## src/rtl/kqt_pkg.sv

```systemverilog
`default_nettype none

package kqt_pkg;

    localparam int KeyWidth    = 64;
    localparam int AmountWidth = 16;
    localparam int QtyWidth    = 31;
    localparam int CountWidth  = 5;
    localparam int OpWidth     = 3;

    localparam logic [QtyWidth-1:0] QtyMax = {QtyWidth{1'b1}};

    // operation codes; codes above OP_CLEAR are refused
    localparam logic [OpWidth-1:0] OP_ADD    = 3'd0;
    localparam logic [OpWidth-1:0] OP_REMOVE = 3'd1;
    localparam logic [OpWidth-1:0] OP_QUERY  = 3'd2;
    localparam logic [OpWidth-1:0] OP_COUNT  = 3'd3;
    localparam logic [OpWidth-1:0] OP_CLEAR  = 3'd4;

    typedef struct packed {
        logic [OpWidth-1:0]     operation;
        logic [KeyWidth-1:0]    key;
        logic [AmountWidth-1:0] amount;
    } kqt_req_t;

    typedef struct packed {
        logic                  accepted;
        logic [QtyWidth-1:0]   quantity;
        logic [CountWidth-1:0] entry_count;
    } kqt_rsp_t;

    // broadcast from the controller to every cell
    typedef struct packed {
        logic                look;       // capture hit and free-slot claim
        logic                clear_all;  // drop every entry
        logic                wr_hit;     // write amount into the hit entry
        logic                free_hit;   // release the hit entry
        logic                wr_claim;   // fill the claimed free entry
        logic [QtyWidth-1:0] amount;
    } kqt_cmd_t;

endpackage

`default_nettype wire

```

## src/rtl/kqt_cell.sv

```systemverilog
`default_nettype none

module kqt_cell
    import kqt_pkg::*;
#(
    parameter int KEY_BITS = 64
) (
    input  wire logic                clk,
    input  wire logic                rst_n,
    input  wire kqt_cmd_t            cmd,
    input  wire logic [KEY_BITS-1:0] key,
    input  wire logic                free_seen_in,
    output logic                     free_seen_out,
    output logic                     match,
    output logic [QtyWidth-1:0]      sel_amount
);

    logic                valid_reg;
    logic                valid_next;
    logic                hit_reg;
    logic                claim_reg;
    logic [KEY_BITS-1:0] key_reg;
    logic [QtyWidth-1:0] amount_reg;

    assign match         = valid_reg && (key_reg == key);
    assign sel_amount    = match ? amount_reg : '0;
    // pass the "free slot already seen" mark to the next cell
    assign free_seen_out = free_seen_in | ~valid_reg;

    always_comb
    begin
        valid_next = valid_reg;
        if (cmd.clear_all)
        begin
            valid_next = 1'b0;
        end
        else if (cmd.free_hit && hit_reg)
        begin
            valid_next = 1'b0;
        end
        else if (cmd.wr_claim && claim_reg)
        begin
            valid_next = 1'b1;
        end
    end

    always_ff @(posedge clk or negedge rst_n)
    begin
        if (!rst_n)
        begin
            valid_reg <= 1'b0;
            hit_reg   <= 1'b0;
            claim_reg <= 1'b0;
        end
        else
        begin
            valid_reg <= valid_next;
            if (cmd.look)
            begin
                hit_reg   <= match;
                claim_reg <= ~valid_reg & ~free_seen_in;
            end
        end
    end

    always_ff @(posedge clk)
    begin
        if (cmd.wr_hit && hit_reg)
        begin
            amount_reg <= cmd.amount;
        end
        else if (cmd.wr_claim && claim_reg)
        begin
            key_reg    <= key;
            amount_reg <= cmd.amount;
        end
    end

endmodule

`default_nettype wire

```

## src/rtl/keyed_quantity_table.sv

```systemverilog
// Keyed counter table: ENTRIES cells, each holding one key and its count.
// Every request transaction carries an operation (add, remove, query, count,
// clear), a key and an amount, and yields exactly one response transaction
// with an accepted flag, the queried quantity and the number of entries in
// use after the operation. Only the low KEY_BITS bits of a key are stored and
// compared. Counts saturate at 2^31-1; remove frees an entry once its count
// reaches zero; add of a new key fills the lowest-numbered free cell.
// A transaction runs through a look step, in which all cells compare the key
// in parallel and the free-slot mark ripples down the cell row, then an apply
// step, in which the chosen cell is read-modify-written and the response is
// loaded into the output register. The apply step waits while a previous
// response has not been taken, so a stalled response delays the transaction.
// No clearing pass follows reset: the table is empty immediately.
`default_nettype none

module keyed_quantity_table
    import kqt_pkg::*;
#(
    parameter int ENTRIES  = 16,
    parameter int KEY_BITS = 64
) (
    input  wire logic     clk,
    input  wire logic     rst_n,
    input  wire logic     req_valid,
    output logic          req_ready,
    input  wire kqt_req_t req,
    output logic          rsp_valid,
    input  wire logic     rsp_ready,
    output kqt_rsp_t      rsp
);

    localparam int CW = $clog2(ENTRIES + 1);

    typedef enum logic [2:0] {
        S_IDLE  = 3'b001,
        S_LOOK  = 3'b010,
        S_APPLY = 3'b100
    } state_t;

    state_t state_reg;
    state_t state_next;

    // captured request
    logic [OpWidth-1:0]     op_reg;
    logic [KEY_BITS-1:0]    key_reg;
    logic [AmountWidth-1:0] amt_reg;

    // results of the compare cycle
    logic                any_hit_reg;
    logic                any_free_reg;
    logic [QtyWidth-1:0] cur_reg;

    logic [CW-1:0] count_reg;
    logic [CW-1:0] count_next;

    logic     rsp_valid_reg;
    logic     rsp_valid_next;
    kqt_rsp_t rsp_reg;
    kqt_rsp_t rsp_next;

    kqt_cmd_t cmd;
    logic     apply_go;
    logic     req_fire;

    // cell row wiring
    logic [ENTRIES:0]    free_chain;
    logic [ENTRIES-1:0]  cell_match;
    logic [QtyWidth-1:0] cell_amount [ENTRIES];
    logic [QtyWidth-1:0] or_amount;

    logic [QtyWidth:0]   add_sum;
    logic [QtyWidth-1:0] add_sat;
    logic [QtyWidth-1:0] amt_ext;
    logic [CW+CountWidth-1:0] count_ext;

    assign apply_go  = (state_reg == S_APPLY) && (!rsp_valid_reg || rsp_ready);
    // take the next request in the same cycle the current one retires
    assign req_ready = (state_reg == S_IDLE) || apply_go;
    assign req_fire  = req_valid && req_ready;

    assign rsp_valid = rsp_valid_reg;
    assign rsp       = rsp_reg;

    assign free_chain[0] = 1'b0;

    for (genvar i = 0; i < ENTRIES; i++)
    begin : g_cell
        kqt_cell #(
            .KEY_BITS (KEY_BITS)
        ) u_cell (
            .clk           (clk),
            .rst_n         (rst_n),
            .cmd           (cmd),
            .key           (key_reg),
            .free_seen_in  (free_chain[i]),
            .free_seen_out (free_chain[i+1]),
            .match         (cell_match[i]),
            .sel_amount    (cell_amount[i])
        );
    end

    // keys are unique among valid cells, so at most one term is nonzero
    always_comb
    begin
        or_amount = '0;
        for (int i = 0; i < ENTRIES; i++)
        begin
            or_amount = or_amount | cell_amount[i];
        end
    end

    assign amt_ext = QtyWidth'(amt_reg);
    assign add_sum = {1'b0, cur_reg} + {1'b0, amt_ext};
    assign add_sat = add_sum[QtyWidth] ? QtyMax : add_sum[QtyWidth-1:0];

    assign count_ext = {{CountWidth{1'b0}}, count_next};

    // apply: decide the table update and build the response
    always_comb
    begin
        cmd          = '0;
        cmd.look     = (state_reg == S_LOOK);
        count_next   = count_reg;
        rsp_next     = rsp_reg;
        if (apply_go)
        begin
            rsp_next = '0;
            unique case (op_reg)
                OP_ADD:
                begin
                    if (amt_reg != '0)
                    begin
                        if (any_hit_reg)
                        begin
                            cmd.wr_hit        = 1'b1;
                            cmd.amount        = add_sat;
                            rsp_next.accepted = 1'b1;
                        end
                        else if (any_free_reg)
                        begin
                            cmd.wr_claim      = 1'b1;
                            cmd.amount        = amt_ext;
                            count_next        = count_reg + CW'(1);
                            rsp_next.accepted = 1'b1;
                        end
                    end
                end
                OP_REMOVE:
                begin
                    if ((amt_reg != '0) && any_hit_reg)
                    begin
                        if (cur_reg <= amt_ext)
                        begin
                            cmd.free_hit = 1'b1;
                            count_next   = count_reg - CW'(1);
                        end
                        else
                        begin
                            cmd.wr_hit = 1'b1;
                            cmd.amount = cur_reg - amt_ext;
                        end
                        rsp_next.accepted = 1'b1;
                    end
                end
                OP_QUERY:
                begin
                    // cur_reg is zero when the key is absent
                    rsp_next.quantity = cur_reg;
                    rsp_next.accepted = 1'b1;
                end
                OP_COUNT:
                begin
                    rsp_next.accepted = 1'b1;
                end
                OP_CLEAR:
                begin
                    cmd.clear_all     = 1'b1;
                    count_next        = '0;
                    rsp_next.accepted = 1'b1;
                end
                default:
                begin
                    rsp_next.accepted = 1'b0;
                end
            endcase
            rsp_next.entry_count = count_ext[CountWidth-1:0];
        end
    end

    always_comb
    begin
        state_next = state_reg;
        unique case (state_reg)
            S_IDLE:
            begin
                if (req_fire)
                begin
                    state_next = S_LOOK;
                end
            end
            S_LOOK:
            begin
                state_next = S_APPLY;
            end
            S_APPLY:
            begin
                if (apply_go)
                begin
                    state_next = req_fire ? S_LOOK : S_IDLE;
                end
            end
            default:
            begin
                state_next = S_IDLE;
            end
        endcase
    end

    always_comb
    begin
        rsp_valid_next = rsp_valid_reg;
        if (apply_go)
        begin
            rsp_valid_next = 1'b1;
        end
        else if (rsp_ready)
        begin
            rsp_valid_next = 1'b0;
        end
    end

    always_ff @(posedge clk or negedge rst_n)
    begin
        if (!rst_n)
        begin
            state_reg     <= S_IDLE;
            count_reg     <= '0;
            rsp_valid_reg <= 1'b0;
        end
        else
        begin
            state_reg     <= state_next;
            count_reg     <= count_next;
            rsp_valid_reg <= rsp_valid_next;
        end
    end

    // payload: request capture, compare results, response
    always_ff @(posedge clk)
    begin
        if (req_fire)
        begin
            op_reg  <= req.operation;
            key_reg <= req.key[KEY_BITS-1:0];
            amt_reg <= req.amount;
        end
        if (state_reg == S_LOOK)
        begin
            any_hit_reg  <= |cell_match;
            any_free_reg <= free_chain[ENTRIES];
            cur_reg      <= or_amount;
        end
        rsp_reg <= rsp_next;
    end

endmodule

`default_nettype wire

```

## config.mk

```make
export PLATFORM = sky130hd
export DESIGN_NAME = keyed_quantity_table
export DESIGN_NICKNAME = d
export VERILOG_FILES = /design/src/rtl/kqt_pkg.sv /design/src/rtl/kqt_cell.sv /design/src/rtl/keyed_quantity_table.sv
export SDC_FILE = /design/constraint.sdc
export NUM_CORES = 2
export LEC_CHECK = 0
export ABC_CLOCK_PERIOD_IN_PS = 5200
export BUFFER_PORTS_ARGS = -buffer_cell sky130_fd_sc_hd__buf_4
export CAP_MARGIN = 20
export CORE_AREA = 4 4 427 429
export DETAILED_ROUTE_END_ITERATION = 6
export DIE_AREA = 0 0 431 433
export PLACE_DENSITY = 0.54
export SYNTH_ARGS = -nofsm -noshare
export SYNTH_HDL_FRONTEND = slang
export SYNTH_SLANG_ARGS = --single-unit
```

## constraint.sdc

```tcl
create_clock -name clk -period 5.2 [get_ports clk]
set_clock_uncertainty 0.2 [all_clocks]
set_input_delay 0.78 -clock clk [delete_from_list [all_inputs] [get_ports clk]]
set_output_delay 0.78 -clock clk [all_outputs]
set_load 0.05 [all_outputs]
```

==> results by group <==
CTS
  • CTS buffer count: around 180
  • Worst-skew pair later-pin latency: 860 ps
  • CTS root buf: clkbuf_16
  • CTS tree: built
  • Clk sinks: between 1500 and 2000
  • # H-tree levels: 4
  • CTS resizes: 0
  • Clock Tree Buf Depth: 3
  • Clk slew on worst S/H paths: 60 ps

Route
  • DR vias/cell: just under 6
  • 1st-pass router iterations: 7
  • Final WL: roughly 230000 um
  • Number of DRC markers in iteration 0: 5363
  • Detail Route Antenna Nets: 0
  • Routed vias: 43605
  • Drt wl/cell: around 31 um
  • DRC Markers: 0

Synthesis
  • EDFF count, synth: 1673
  • Top cells by area, synth: edfxtp_1, xnor2_1, xor2_1
  • Yosys cell types: 92
  • Mapped Area: 71100 sq um
  • Synth warn: 0
  • Cell count after synthesis: 4548
  • Syn avg cell area: 15.6 sq um
  • Top_reg_cell synth: edfxtp_1
  • Mapped Nets: 4671
  • Sequential-to-total area share from yosys stat: 72.6%
  • FF+latch count, synth: between 1500 and 2000
  • Commonest cells post-synth: edfxtp_1, xnor2_1, xor2_1
  • Ys async rst share: 3.29%
  • Post-synth top area share: a little over two thirds
  • Yosys top cell by area: edfxtp_1
  • Count leader, synth: edfxtp_1

Power and ir drop
  • Switch Pwr: 0.00976 W
  • Int Power: about 0.025 W
  • Total power divided by cell area: 414 nW/um^2
  • Leak: approximately 28 nW
  • Max IR drop VDD: about 0.34 mV
  • Part of the power in the clock network: 36.4%
  • Logic pwr share: 15.9%
  • Sw frac: 28.3%
  • Flop pwr share: a little under half

Place
  • RePlAce Congestion: just over 0.9
  • Post-detail-place hpwl: 149000 um
  • Number of I/O port buffers: 125
  • Pre-CTS setup slack: 534 ps

Timing
  • Max Slew Vio Count: 0
  • Final worst slack: 452 ps
  • Setup TNS: 0 ps
  • Max transition margin: around a quarter
  • Min cycle time layout: approximately 4700 ps
  • Count of final setup violators: 0
  • RSZ-0062 raised after global routing: no
  • FMAX: 211 MHz
  • Final period utilization: approximately 90%
  • Measured slew at the worst slew-check pin: between 1000 and 1500 ps
  • Fin. Hold Viols: 0

Floorplanning
  • Die Span Y: 433 um
  • I/O pins: 126
  • Number of cell rows: 155
  • Area of the die: 187000 sq um
  • Die X-Extent: 431 um
  • Core ar.: 178000 sq um
  • Initial cell density of the core: 39.9%

Worst setup path
  • Worst-path fanout max: 16
  • CP startpoint: amt_reg[8]
  • R2R Setup Slk: 450 ps
  • Critical path capture point type: flop
  • FF-to-FF End: g_cell[15].u_cell.amount_reg[16]
  • Critical path type: reg -> reg
  • FF-to-FF Start: amt_reg[8]
  • Reg2Reg Depth: 10
  • CP Launch Type: flop
  • CP required: 5470 ps
  • CP Data Arrival Time: 5010 ps

Global routing
  • Total Routing Usage GR: 24.7%
  • Antenna violations before repair: 17
  • First-pass GRT wire length: 326000 um
  • Pin count of the biggest net entering global routing: 66
  • Vias in the first global route: just over 40000
  • Grt ovf: 0

Job
  • Max Cap Violations: 0

Cells and area
  • Layout Nets: 5136
  • Largest register FFs: a little over 1000
  • Layout cell share with drive strength beyond 1: 14.7%
  • Layout area overhead: 17.4%

Min path
  • Cells on Worst Hold Path: 4
  • Hold_sp: rsp_ready
  • WHS Endpoint: state_reg[2]
  • Min-Delay Path Class: in -> reg

Run status
  • Run status: finished, final reports clean
==> stage by stage <==
step	std cells	utilization [%]	instance area (sq um)	hold WS (ps)	power, W
floorplan	4548	-	71100	235	0.0193
global placement	7097	43.2	76900	250	0.0221
detailed placement	7097	43.2	76900	263	0.0221
CTS	7511	46.8	83500	56.7	0.0347
global route	7512	46.8	83500	112	0.0356
finish	7515	46.8	83500	119	0.0346
==> worst max path at each step <==
| stage | to | cells past startpoint |
|---|---|---|
| floorplan | g_cell[0].u_cell.amount_reg[0] | 6 |
| global placement | g_cell[1].u_cell.amount_reg[26] | 12 |
| detailed placement | g_cell[8].u_cell.amount_reg[16] | 10 |
| CTS | g_cell[15].u_cell.amount_reg[16] | 10 |
| global route | g_cell[5].u_cell.amount_reg[16] | 10 |
| finish | g_cell[15].u_cell.amount_reg[16] | 10 |
==> power groups by stage <==
stage / clock [W] / sequential (W) / combinational (W)
after floorplan: 0 / 0.0166 / 0.00269
after global placement: 0 / 0.0168 / 0.00535
after detailed placement: 0 / 0.0168 / 0.00535
after CTS: 0.0128 / 0.0165 / 0.00543
after global routing: 0.0134 / 0.0165 / 0.00574
final: 0.0126 / 0.0165 / 0.00548
==> critical path, stage by stage, from the launching register on <==
cell and delay (ps):
edfxtp_1 400, inv_1 60, ha_1 470, or4_1 620
or4_1 500, a21oi_1 280, o31ai_1 160, a31oi_1 530
xnor2_1 130, a21o_1 200, a21oi_1 850
==> layout make-up <==
cell class              instances  area, sq um
flip-flops and latches       1730        51700
inverters                     144          541
clock inverters                94          801
fillers                     15251        94700
diodes                          4         10.0
multi-input cells            2444        18100
well taps                    2355         2950
repair buffers                509         4580
clock buffers                 235         4880
==> cells in the final DEF (no fill, tap or decap), types with 13 or more instances in the layout <==
cell type	instances
a211o_1	21
a21o_2	16
a21oi_1	81
a221oi_1	42
a222oi_1	56
a22o_1	56
a22oi_1	133
a31oi_1	13
and2_1	37
and2_4	16
and4_1	20
buf_12	44
buf_4	380
clkbuf_1	46
clkbuf_16	187
clkinv_1	38
clkinv_2	32
dfrtp_1	56
dlygate4sd3_1	85
edfxtp_1	1673
ha_1	34
inv_1	128
inv_2	13
nand2_1	152
nand2b_1	82
nand3_1	51
nand4_1	171
nor2_1	83
nor2b_1	30
nor3_1	45
nor4_1	137
o2111ai_1	24
o21ai_0	60
o22ai_1	71
o2bb2ai_1	27
or3_1	13
or4_1	15
xnor2_1	461
xor2_1	319
==> what timing repair did <==
action	in CTS	in global routing
endpoints found under the hold margin	140	0
hold buffers	85	0
setup buffers	0	0
==> cell families after synthesis <==
family	after synthesis	synth area share, %
XOR/XNOR	780	9.61
flip-flops	1730	72.6
AO/OA/AOI/OAI	715	7.58
adder cells (fa/ha/maj)	36	0.654
multiplexers	6	0.0880
AND/OR/NAND/NOR	907	7.23
buffers and inverters	374	2.20
==> routing by layer <==
metal	vias up	GRT usage, %	part of all wire (%)
li1	18534	-	-
met1	22571	35.7	43
met2	2180	38.3	46
met3	318	4.65	8.8
met4	2	6.69	2.5
met5	-	0	0.017
Note: power is estimated with default switching activity, not from simulation.
